[config.mk]
export PLATFORM = sky130hd
export DESIGN_NAME = lru_keyed_handle_cache_unit
export DESIGN_NICKNAME = d
export VERILOG_FILES = /design/src/hw/rtl/lkh_pkg.sv /design/src/hw/rtl/lkh_ram.sv /design/src/hw/rtl/lkh_ctrl.sv /design/src/hw/rtl/lkh_datapath.sv /design/src/hw/rtl/lru_keyed_handle_cache_unit.sv
export VERILOG_INCLUDE_DIRS = /design/src /design/src/hw/rtl
export SDC_FILE = /design/constraint.sdc
export NUM_CORES = 2
export LEC_CHECK = 0
export BUFFER_PORTS_ARGS = -buffer_cell sky130_fd_sc_hd__buf_2
export CAP_MARGIN = 20
export CORE_MARGIN = 8
export CORE_UTILIZATION = 30
export DETAILED_ROUTE_END_ITERATION = 8
export PLACE_DENSITY = 0.51
export SYNTH_ARGS = -nofsm -noshare
export SYNTH_HDL_FRONTEND = slang
export SYNTH_SLANG_ARGS = --single-unit
[constraint.sdc]
create_clock -name clk -period 15.05 [get_ports clk]
set_clock_uncertainty 0.15 [all_clocks]
set_input_delay 3.01 -clock clk [delete_from_list [all_inputs] [get_ports clk]]
set_output_delay 3.01 -clock clk [all_outputs]
set_load 0.02 [all_outputs]
[src/hw/rtl/lru_keyed_handle_cache_unit_macros.svh]
// ----------------------------------------------------------------------------
// lru keyed handle cache assertion macros
// shared assertion wrappers, clocked on clk, reset rst
// ----------------------------------------------------------------------------
`ifndef LRU_KEYED_HANDLE_CACHE_UNIT_MACROS_SVH
`define LRU_KEYED_HANDLE_CACHE_UNIT_MACROS_SVH

// property checked outside of reset
`define LKH_ASSERT(lbl, prop, msg) \
  lbl: assert property (@(posedge clk) disable iff (rst) (prop)) else $error(msg);

// property checked on every edge, reset included
`define LKH_ASSERT_ALWAYS(lbl, prop, msg) \
  lbl: assert property (@(posedge clk) (prop)) else $error(msg);

`endif

[src/hw/rtl/lkh_pkg.sv]
// ----------------------------------------------------------------------------
// lkh_pkg
// shared types and constants of the lru keyed handle cache
// ----------------------------------------------------------------------------
package lkh_pkg;

  // table geometry
  localparam int CAPACITY = 16;
  localparam int IDX_W    = $clog2(CAPACITY);
  localparam int CNT_W    = $clog2(CAPACITY + 1);
  localparam int KEY_W    = 64;
  localparam int VAL_W    = 32;
  localparam int DATA_W   = KEY_W + VAL_W;

  // configuration register
  localparam int MAX_W    = 5;
  localparam int ADDR_W   = 3;
  localparam int PDATA_W  = 32;
  localparam logic [0:0]       REG_MAX_ENTRIES = 1'b0;
  localparam logic [MAX_W-1:0] MAX_ENTRIES_RST = 5'd16;

  // command codes
  localparam logic CMD_LOOKUP = 1'b0;
  localparam logic CMD_STORE  = 1'b1;

  // controller states
  typedef enum logic [2:0] {
    ST_IDLE,
    ST_EVICT,
    ST_SCAN,
    ST_REMOVE,
    ST_INSERT,
    ST_TOUCH
  } lkh_state_t;

  // controller to datapath
  typedef struct packed {
    logic load;       // capture the transaction
    logic evict;      // drop entries ranked at or beyond the limit minus one
    logic scan_init;  // clear search flags
    logic scan;       // step the key search
    logic remove;     // drop the old copy of the key
    logic insert;     // write the new entry, store result
    logic touch;      // lookup result
    logic promote;    // make the hit entry most recent
  } lkh_cmd_t;

  // datapath to controller
  typedef struct packed {
    logic scan_done;
    logic hit;
  } lkh_stat_t;

endpackage

[src/hw/rtl/lkh_ram.sv]
// ----------------------------------------------------------------------------
// lkh_ram
// generic single write port ram with registered read
// ----------------------------------------------------------------------------
module lkh_ram #(
  parameter int WIDTH = 8,
  parameter int DEPTH = 16
) (
  input  logic                     clk,
  input  logic                     we,
  input  logic [$clog2(DEPTH)-1:0] waddr,
  input  logic [WIDTH-1:0]         wdata,
  input  logic                     re,
  input  logic [$clog2(DEPTH)-1:0] raddr,
  output logic [WIDTH-1:0]         rdata
);

  logic [WIDTH-1:0] mem [DEPTH];

  // write port
  always_ff @(posedge clk) begin
    if (we) begin
      mem[waddr] <= wdata;
    end
  end

  // registered read port
  always_ff @(posedge clk) begin
    if (re) begin
      rdata <= mem[raddr];
    end
  end

endmodule

[src/hw/rtl/lkh_ctrl.sv]
// ----------------------------------------------------------------------------
// lkh_ctrl
// sequencer for one lookup or store transaction
// ----------------------------------------------------------------------------
`include "lru_keyed_handle_cache_unit_macros.svh"

module lkh_ctrl (
  input  logic              clk,
  input  logic              rst,
  input  logic              start,
  input  logic              command,
  output logic              busy,
  output lkh_pkg::lkh_cmd_t cmd,
  input  lkh_pkg::lkh_stat_t stat
);

  lkh_pkg::lkh_state_t state, state_next;
  logic                is_store, is_store_next;

  // state register
  always_ff @(posedge clk) begin
    if (rst) begin
      state    <= lkh_pkg::ST_IDLE;
      is_store <= 1'b0;
    end else begin
      state    <= state_next;
      is_store <= is_store_next;
    end
  end

  // next state and commands
  always_comb begin
    state_next    = state;
    is_store_next = is_store;
    cmd           = '0;
    unique case (state)
      lkh_pkg::ST_IDLE: begin
        if (start) begin
          cmd.load      = 1'b1;
          is_store_next = (command == lkh_pkg::CMD_STORE);
          if (command == lkh_pkg::CMD_STORE) begin
            state_next = lkh_pkg::ST_EVICT;
          end else begin
            cmd.scan_init = 1'b1;
            state_next    = lkh_pkg::ST_SCAN;
          end
        end
      end
      lkh_pkg::ST_EVICT: begin
        cmd.evict     = 1'b1;
        cmd.scan_init = 1'b1;
        state_next    = lkh_pkg::ST_SCAN;
      end
      lkh_pkg::ST_SCAN: begin
        cmd.scan = 1'b1;
        if (stat.scan_done) begin
          state_next = is_store ? lkh_pkg::ST_REMOVE : lkh_pkg::ST_TOUCH;
        end
      end
      lkh_pkg::ST_REMOVE: begin
        cmd.remove = stat.hit;
        state_next = lkh_pkg::ST_INSERT;
      end
      lkh_pkg::ST_INSERT: begin
        cmd.insert = 1'b1;
        state_next = lkh_pkg::ST_IDLE;
      end
      lkh_pkg::ST_TOUCH: begin
        cmd.touch   = 1'b1;
        cmd.promote = stat.hit;
        state_next  = lkh_pkg::ST_IDLE;
      end
      default: begin
        state_next = lkh_pkg::ST_IDLE;
      end
    endcase
  end

  assign busy = (state != lkh_pkg::ST_IDLE);

  // an accepted transaction always keeps the block busy for the next cycle
  `LKH_ASSERT(a_accept_goes_busy, (start && !busy) |=> busy, "accepted transaction not started")

endmodule

[src/hw/rtl/lkh_datapath.sv]
// ----------------------------------------------------------------------------
// lkh_datapath
// entry table, recency ranks, key search and result registers
// ----------------------------------------------------------------------------
`include "lru_keyed_handle_cache_unit_macros.svh"

module lkh_datapath (
  input  logic                       clk,
  input  logic                       rst,
  input  lkh_pkg::lkh_cmd_t          cmd,
  output lkh_pkg::lkh_stat_t         stat,
  input  logic [lkh_pkg::MAX_W-1:0]  max_entries,
  input  logic [lkh_pkg::KEY_W-1:0]  key,
  input  logic [lkh_pkg::VAL_W-1:0]  value_in,
  output logic                       done,
  output logic                       found,
  output logic [lkh_pkg::VAL_W-1:0]  value_out
);

  // per entry state
  logic [lkh_pkg::CAPACITY-1:0] valid;
  logic [lkh_pkg::IDX_W-1:0]    rank [lkh_pkg::CAPACITY];
  logic [lkh_pkg::CNT_W-1:0]    count;

  // transaction registers
  logic [lkh_pkg::KEY_W-1:0]    key_q;
  logic [lkh_pkg::VAL_W-1:0]    value_q;

  // search state
  logic [lkh_pkg::CNT_W-1:0]    scan_addr;
  logic                         rd_vld;
  logic [lkh_pkg::IDX_W-1:0]    rd_idx;
  logic                         hit;
  logic [lkh_pkg::IDX_W-1:0]    hit_idx;
  logic [lkh_pkg::VAL_W-1:0]    hit_value;
  logic                         free_found;
  logic [lkh_pkg::IDX_W-1:0]    free_idx;

  // memory side
  logic [lkh_pkg::DATA_W-1:0]   rd_data;
  logic [lkh_pkg::KEY_W-1:0]    rd_key;
  logic [lkh_pkg::VAL_W-1:0]    rd_val;
  logic                         rd_en;

  // derived control
  logic [lkh_pkg::IDX_W-1:0]    thr;
  logic [lkh_pkg::IDX_W-1:0]    hit_rank;
  logic [lkh_pkg::IDX_W-1:0]    ins_idx;
  logic                         match;
  logic                         free_hit;
  logic [lkh_pkg::CAPACITY-1:0] evict_lane;
  logic [lkh_pkg::CAPACITY-1:0] dec_lane;
  logic [lkh_pkg::CAPACITY-1:0] inc_lane;

  // key and handle storage
  lkh_ram #(
    .WIDTH (lkh_pkg::DATA_W),
    .DEPTH (lkh_pkg::CAPACITY)
  ) u_entry_ram (
    .clk   (clk),
    .we    (cmd.insert),
    .waddr (ins_idx),
    .wdata ({key_q, value_q}),
    .re    (rd_en),
    .raddr (scan_addr[lkh_pkg::IDX_W-1:0]),
    .rdata (rd_data)
  );

  assign rd_key = rd_data[lkh_pkg::DATA_W-1:lkh_pkg::VAL_W];
  assign rd_val = rd_data[lkh_pkg::VAL_W-1:0];
  assign rd_en  = cmd.scan && (scan_addr < lkh_pkg::CNT_W'(lkh_pkg::CAPACITY));

  // lowest rank dropped by eviction: limit clamped to 1..CAPACITY, minus one
  always_comb begin
    if (max_entries == '0) begin
      thr = '0;
    end else if (max_entries > lkh_pkg::MAX_W'(lkh_pkg::CAPACITY)) begin
      thr = lkh_pkg::IDX_W'(lkh_pkg::CAPACITY - 1);
    end else begin
      thr = lkh_pkg::IDX_W'(max_entries - 1'b1);
    end
  end

  // search compare on the entry read last cycle
  assign match    = rd_vld && !hit && valid[rd_idx] && (rd_key == key_q);
  assign free_hit = rd_vld && !free_found && !valid[rd_idx];

  assign hit_rank = rank[hit_idx];

  // new entry goes to the lowest free slot, counting the old copy as freed
  always_comb begin
    if (hit && (!free_found || (hit_idx < free_idx))) begin
      ins_idx = hit_idx;
    end else begin
      ins_idx = free_idx;
    end
  end

  // per lane rank conditions
  always_comb begin
    for (int i = 0; i < lkh_pkg::CAPACITY; i++) begin
      evict_lane[i] = valid[i] && (rank[i] >= thr);
      dec_lane[i]   = valid[i] && (rank[i] > hit_rank);
      inc_lane[i]   = valid[i] && (rank[i] < hit_rank);
    end
  end

  // control state: valid bits, count, search flags, result strobe
  always_ff @(posedge clk) begin
    if (rst) begin
      valid      <= '0;
      count      <= '0;
      scan_addr  <= '0;
      rd_vld     <= 1'b0;
      hit        <= 1'b0;
      free_found <= 1'b0;
      done       <= 1'b0;
    end else begin
      done <= cmd.insert | cmd.touch;
      if (cmd.evict) begin
        valid <= valid & ~evict_lane;
        if (count > lkh_pkg::CNT_W'(thr)) begin
          count <= lkh_pkg::CNT_W'(thr);
        end
      end
      if (cmd.scan_init) begin
        scan_addr  <= '0;
        rd_vld     <= 1'b0;
        hit        <= 1'b0;
        free_found <= 1'b0;
      end else if (cmd.scan) begin
        rd_vld <= rd_en;
        if (rd_en) begin
          scan_addr <= scan_addr + 1'b1;
        end
        if (match) begin
          hit <= 1'b1;
        end
        if (free_hit) begin
          free_found <= 1'b1;
        end
      end
      if (cmd.remove) begin
        valid[hit_idx] <= 1'b0;
        count          <= count - 1'b1;
      end
      if (cmd.insert) begin
        valid[ins_idx] <= 1'b1;
        count          <= count + 1'b1;
      end
    end
  end

  // payload: transaction, search capture, ranks, result fields
  always_ff @(posedge clk) begin
    if (cmd.load) begin
      key_q   <= key;
      value_q <= value_in;
    end
    rd_idx <= scan_addr[lkh_pkg::IDX_W-1:0];
    if (cmd.scan && match) begin
      hit_idx   <= rd_idx;
      hit_value <= rd_val;
    end
    if (cmd.scan && free_hit) begin
      free_idx <= rd_idx;
    end
    // close the gap left by the old copy
    if (cmd.remove) begin
      for (int i = 0; i < lkh_pkg::CAPACITY; i++) begin
        if (dec_lane[i]) begin
          rank[i] <= rank[i] - 1'b1;
        end
      end
    end
    // every live entry ages by one, new one is most recent
    if (cmd.insert) begin
      for (int i = 0; i < lkh_pkg::CAPACITY; i++) begin
        if (valid[i]) begin
          rank[i] <= rank[i] + 1'b1;
        end
      end
      rank[ins_idx] <= '0;
      found         <= 1'b1;
      value_out     <= value_q;
    end
    // lookup hit moves to the front
    if (cmd.promote) begin
      for (int i = 0; i < lkh_pkg::CAPACITY; i++) begin
        if (inc_lane[i]) begin
          rank[i] <= rank[i] + 1'b1;
        end
      end
      rank[hit_idx] <= '0;
    end
    if (cmd.touch) begin
      found     <= hit;
      value_out <= hit ? hit_value : '0;
    end
  end

  assign stat.scan_done = rd_vld && (rd_idx == lkh_pkg::IDX_W'(lkh_pkg::CAPACITY - 1));
  assign stat.hit       = hit;

  // entry count tracks the valid bits
  `LKH_ASSERT_ALWAYS(a_count_matches_valid, rst || ($countones(valid) == count), "entry count out of step with valid bits")
  // eviction leaves room below the limit
  `LKH_ASSERT(a_evict_below_limit, cmd.evict |=> (count <= lkh_pkg::CNT_W'($past(thr))), "eviction left too many entries")
  // a store always reports its handle
  `LKH_ASSERT(a_store_reports, cmd.insert |=> (done && found), "store result missing")

endmodule

[src/hw/rtl/lru_keyed_handle_cache_unit.sv]
// ----------------------------------------------------------------------------
// lru_keyed_handle_cache_unit
// fully associative 16 entry key to handle cache with exact lru replacement
// ----------------------------------------------------------------------------
// usage:
//   a transaction is taken when start is high and busy is low; command selects
//   lookup (key) or store (key, value_in). exactly one result follows, shown
//   for one cycle with done high: found and value_out (the handle, or zero on
//   a lookup miss; a store returns its own handle with found set).
//   a lookup runs through scan and touch, a store through evict, scan, remove
//   and insert. busy stays high until the last sequencing step, so one
//   transaction is in work at a time; the key search reads one entry of the
//   key ram per cycle, and the ram read is registered.
//   the next transaction can be taken at the edge that ends the done cycle.
//   the max_entries register (byte address 0, apb, reset 16) sets the entry
//   count at which a store evicts least recent entries; 0 acts as 1 and values
//   above 16 act as 16. write it only while the block is idle.
//   reset empties the table (valid bits cleared, no sweep) and restores
//   max_entries. results cannot be held off: the receiver must take done.
// ----------------------------------------------------------------------------
module lru_keyed_handle_cache_unit (
  input  logic                         clk,
  input  logic                         rst,
  // transaction channel
  input  logic                         start,
  output logic                         busy,
  input  logic                         command,
  input  logic [lkh_pkg::KEY_W-1:0]    key,
  input  logic [lkh_pkg::VAL_W-1:0]    value_in,
  // result channel
  output logic                         done,
  output logic                         found,
  output logic [lkh_pkg::VAL_W-1:0]    value_out,
  // configuration port
  input  logic                         psel,
  input  logic                         penable,
  input  logic                         pwrite,
  input  logic [lkh_pkg::ADDR_W-1:0]   paddr,
  input  logic [lkh_pkg::PDATA_W-1:0]  pwdata,
  output logic [lkh_pkg::PDATA_W-1:0]  prdata,
  output logic                         pready
);

  logic [lkh_pkg::MAX_W-1:0] max_entries;
  logic                      reg_sel;
  lkh_pkg::lkh_cmd_t         cmd;
  lkh_pkg::lkh_stat_t        stat;

  // register decode on word address
  assign reg_sel = (paddr[lkh_pkg::ADDR_W-1] == lkh_pkg::REG_MAX_ENTRIES);
  assign pready  = 1'b1;

  // max_entries register
  always_ff @(posedge clk) begin
    if (rst) begin
      max_entries <= lkh_pkg::MAX_ENTRIES_RST;
    end else if (psel && penable && pwrite && pready && reg_sel) begin
      max_entries <= pwdata[lkh_pkg::MAX_W-1:0];
    end
  end

  // register read back
  assign prdata = reg_sel ? lkh_pkg::PDATA_W'(max_entries) : '0;

  // sequencer
  lkh_ctrl u_ctrl (
    .clk     (clk),
    .rst     (rst),
    .start   (start),
    .command (command),
    .busy    (busy),
    .cmd     (cmd),
    .stat    (stat)
  );

  // table and search
  lkh_datapath u_datapath (
    .clk         (clk),
    .rst         (rst),
    .cmd         (cmd),
    .stat        (stat),
    .max_entries (max_entries),
    .key         (key),
    .value_in    (value_in),
    .done        (done),
    .found       (found),
    .value_out   (value_out)
  );

endmodule
After elaboration in Yosys (flattened, before gate mapping)
Memory sizes are Yosys's and may differ from the RTL's. A register that Yosys moved wholly into a read port is not among the register bits.
Index checks and enable logic that the tools add are counted.
Word-level totals
  bits in registers: 207
  output and inout port bits: 68
  memories: 2
  bits of input ports: 138
  word-level logic and storage cells: 454
  bits in writable memories: 1600
Operators by class
  equal/unequal tests: 9
  reduce and logical (&&, ||, !) cells: 78
  bitwise logic cells: 39
  muxes and demuxes: 219
  add/subtract/negate cells: 34
  magnitude comparators: 56
Memories
  u_datapath.u_entry_ram.mem: words 16, width 96, rd ports 1, clocked after memory_dff 1, wr ports 1, RTL line lkh_ram.sv:18  | logic [WIDTH-1:0] mem [DEPTH];
  u_datapath.rank: words 16, width 4, rd ports 17, clocked after memory_dff 1, wr ports 17, RTL line lkh_datapath.sv:22  | logic [lkh_pkg::IDX_W-1:0] rank [lkh_pkg::CAPACITY];
Operators with widths (number)
  1-bit two-way mux: 162
  4-bit two-way mux: 38
  32-bit two-way mux: 3
  16-bit two-way mux: 5
  4-bit < comparator: 17
  4-bit by 1-bit subtractor with 4-bit output (second input constant): 17
  4-bit by 1-bit adder with 4-bit output (second input constant): 16
  64-bit == test: 1
  4-bit greater-or-equal comparator: 16
  4-bit > comparator: 16
  1-bit logical AND: 63
  1-bit bitwise OR: 33
  16-bit bitwise AND: 2
  16-bit NOT: 2
  16-bit bitwise OR: 1
  4-bit by 5-bit < comparator with 1-bit output (second input constant): 3
  3-bit case mux with 4 select lines: 1
  2-bit AND reduction: 5
  3-bit two-way mux: 3
  1-bit demux with 4-bit select: 2
  4-bit by 1-bit greater-or-equal comparator with 1-bit output (second input constant): 2
  3-bit by 2-bit == test with 1-bit output (second input constant): 2
  3-bit == test (second input constant): 2
  5-bit by 1-bit adder with 5-bit output (second input constant): 1
  other kinds (18): 22

Logic depth before layout (Yosys ltp)
  word-level depth: 14
  depth in mapped cells: 17
  mapped depth without buffers: 15

By module
Synthesis repeated with hierarchy kept, for this count alone.
Unflattened totals
  cell total of the unflattened synthesis: 4018
  area, all modules: 76782.4 sq um
Modules (own cells, without submodules)
  lkh_ram: seq. area each 49007.0 sq um, area an instance 60316.6 sq um, instances 1, cells an instance 2460
  lkh_datapath: seq. area each 7016.7 sq um, area an instance 15707.6 sq um, instances 1, cells an instance 1473
  lru_keyed_handle_cache_unit: seq. area each 100.1 sq um, area an instance 494.2 sq um, instances 1, cells an instance 58
  lkh_ctrl: seq. area each 80.1 sq um, area an instance 264.0 sq um, instances 1, cells an instance 27

Worst setup path before layout
No wires, ideal clock.
  path kind: in2out
  start point: input port paddr[2] in the netlist's numbering
  end point: output port prdata[2] in the netlist's numbering
  cell stages on the path: 1
  path buffers: 0
  path slack: 8.576 ns
  required time: 11.890 ns
  data arrival time: 3.314 ns
  cell sequence: nor2b_1
Between the ends
  word-level cells in the longest chain between the ends: 1
RTL lines
  start, declared: RTL line lru_keyed_handle_cache_unit.sv:38  | input logic [lkh_pkg::ADDR_W-1:0] paddr,
  5-bit two-way mux: RTL line lru_keyed_handle_cache_unit.sv:63  | assign prdata = reg_sel ? lkh_pkg::PDATA_W'(max_entries) : '0;
  end, declared: RTL line lru_keyed_handle_cache_unit.sv:40  | output logic [lkh_pkg::PDATA_W-1:0] prdata,
No other way between the ends.

Worst setup path after layout
  start point: input port paddr[2] in the netlist's numbering
  end point: output port prdata[3] in the netlist's numbering
The elaborated chain is that of the path after synthesis.

==> impl_metrics.tcl <==
set metrics [dict create \
    outcome "complete, no violations" \
    overflow 0 \
    clockBufferDepth 3 \
    maxSlewViolCount 0 \
    cts_hold_buf 0 \
    clock-sinks 1907 \
    synth-edff-count 1801 \
    initial_core_util_pct 30.06 \
    antenna_found_initial 17 \
    cts_resized 0 \
    switching_power_mw 3.138 \
    synth-seq-area-share_pct 73.05 \
    post_synth.cell_area_avg_sq_um 20.99 \
    numCtsBuffers 199 \
    drt_iter0_markers 3656 \
    worst_pin_slew_ns 1.141 \
    fp.coreArea_sq_um 256000 \
    grt_pass1_wl_mm 285.8 \
    htreeDepth 4 \
    p_leak_nw 28.11 \
    area_growth_pct 14.55 \
    dieArea_sq_um 272900 \
    arrival_ns 3.42 \
    hpwl_mm 103.5 \
    io_pins 206 \
    cp.required_ns 11.89 \
    clockPowerShare_pct 38.0 \
    max_freq_mhz 151.9 \
    slew_headroom_pct 23.26 \
    peakVddDrop_mv 0.1201 \
    portBuffers 148 \
    postPlaceCellArea_sq_um 81720 \
    combPwrFrac_pct 10.6 \
    fin_area_sq_um 88140 \
    cts.root.buffer_cell "clkbuf_16" \
    ys_ff_latch 1907 \
    ys_types 86 \
    cts_tree "yes" \
    synth_area_sq_um 76940 \
    hold_path.class "flop to flop" \
    synth_warnings 0 \
    grt_max_degree 140 \
    ys_async_sr_fraction_pct 0 \
    routed_wl_mm 199.0 \
    path_class "primary input to output port" \
    rsz0062_at_grt "no" \
    synth_area_leaders "edfxtp_1, mux4_2, dfxtp_1" \
    ys.flop_type "edfxtp_1" \
    setup_viol 0 \
    swShare_pct 24.63 \
    drv_cap 0 \
    grt_pass1_vias 38740 \
    die_y_um 522.4 \
    drtAntennaViolNets 0 \
    cp_max_fo 6 \
    synth_top_cell_by_area "edfxtp_1" \
    first_pass_iters 6 \
    crit_path_start_kind "primary input" \
    routedWlPerCell_um 26.62 \
    internal_power_mw 9.600 \
    cts_setup_buffers 0 \
    syn_inst 3665 \
    nets 4234 \
    yosys-top-cells-count "edfxtp_1, mux4_2, ha_1" \
    finalHoldViolations 0 \
    vias 37080 \
    min_period_over_period_pct 43.74 \
    seqPwrFrac_pct 51.4 \
    end_kind "output port" \
    place_congestion 0.7564 \
    rr_worst_depth 16 \
    min_period_ns 6.584 \
    p_total_mw 12.74 \
    core.rowCount 186 \
    track_usage_pct 14.35 \
    synth_top_area_share_pct 70.29 \
    drc 0 \
    yosysMostFrequentCell "edfxtp_1" \
    via_per_inst 4.960 \
    p_per_area_nw_per_um2 144.5 \
    clk_pin_slew_ns 0.07 \
    die_w_um 522.4 \
    fillers 23940 \
    drive_gt1_share_pct 26.67 \
    clock_latency_ns 0.85 \
    min_path_cells 0 \
    tns_ns 0 \
]
## state kept, by name, indices dropped and copies added, names as in the netlist, 3 cells and up, named ones only
name / flops
u_datapath.hit_value: 32
u_datapath.value_q: 32
u_datapath.key_q: 64
max_entries: 5
u_datapath.u_entry_ram.mem: 1536
u_datapath.scan_addr: 5
u_datapath.value_out: 32
u_datapath.free_idx: 4
u_ctrl.state: 3
u_datapath.valid: 16
u_datapath.hit_idx: 4
u_datapath.rd_idx: 4
u_datapath.rank: 64
u_datapath.u_entry_ram.rdata: 96
## per-stage QoR
step	hold WS (ns)	cells	util, %	worst slack (ns)
floorplan	0.1790	3691	-	8.576
global placement	0.2543	7107	31.92	8.463
detailed placement	0.2545	7107	31.92	8.457
CTS	0.2325	7474	34.43	8.457
global route	0.2506	7475	34.43	8.429
finish	0.2474	7476	34.43	8.466
## routing by layer
metal / vias up / wire length (um) / track usage [%]
met5: - / 31 / 0
met4: 4 / 4640 / 3.610
met3: 268 / 9356 / 2.406
met2: 888 / 95660 / 23.50
met1: 20090 / 89340 / 19.95
li1: 15830 / - / -
## layout by cell type, fill, tap and decap left out, drive strengths merged, types with 28 or more instances in the layout
cell / instances
nand2b: 36
conb: 28
nor2b: 46
clkinv: 95
dfxtp: 106
a22o: 34
buf: 204
a21o: 65
inv: 118
nand3: 36
ha: 165
a22oi: 32
clkbuf: 246
o22ai: 34
edfxtp: 1801
nand2: 45
mux4: 504
a21oi: 81
nor2: 38
xor2: 52
## final timing paths
check / startpoint / to / slack [ns]
setup / recovery: paddr[2] / prdata[3] / 8.47
setup reg to reg: flop / u_datapath.rank[1][3]$_SDFFE_PP0P_ / 9.28
hold / removal: u_datapath.u_entry_ram.rdata[11]$_DFFE_PP_ / u_datapath.hit_value[11]$_DFFE_PP_ / 0.25
hold reg to reg: u_datapath.u_entry_ram.rdata[11]$_DFFE_PP_ / u_datapath.hit_value[11]$_DFFE_PP_ / 0.25
## logic make-up (layout without fill, tap and decap cells)
| kind of cell | after synthesis | count (layout) | synth area share (%) |
|---|---|---|---|
| AO/OA/AOI/OAI | 387 | 387 | 3.982 |
| XOR/XNOR | 71 | 71 | 0.8082 |
| AND/OR/NAND/NOR | 303 | 303 | 2.296 |
| other | 2 | 30 | 0.009761 |
| buffers and inverters | 284 | 683 | 1.694 |
| adder cells (fa/ha/maj) | 173 | 173 | 2.878 |
| flip-flops | 1907 | 1907 | 73.05 |
| multiplexers | 538 | 538 | 15.28 |
## final cells by class
class                      count  area [sq um]  share of cell area (%)
sequential                  1907         56220                   63.79
multi-input combinational   1500         19560                   22.20
clock buffer                 246          5197                   5.897
tap                         3384          4234                   4.804
clock inverter               121          1214                   1.377
timing repair buffer         204          1199                   1.360
inverter                     112         505.5                  0.5735
antenna                        2         5.005                0.005678
## power by group through the flow
stage / logic (mW) / clock network (mW) / registers [mW]
CTS: 1.40 / 4.97 / 6.55
global placement: 1.39 / 0 / 6.64
floorplan: 1.01 / 0 / 6.52
global route: 1.46 / 5.17 / 6.59
detailed placement: 1.39 / 0 / 6.66
finish: 1.35 / 4.84 / 6.55
## worst max-delay path, cell delays in order
cell     delay [ns]
buf_2          0.13
nor2b_1        0.11
buf_2          0.17
No activity file was read; power rests on OpenSTA's default activity.
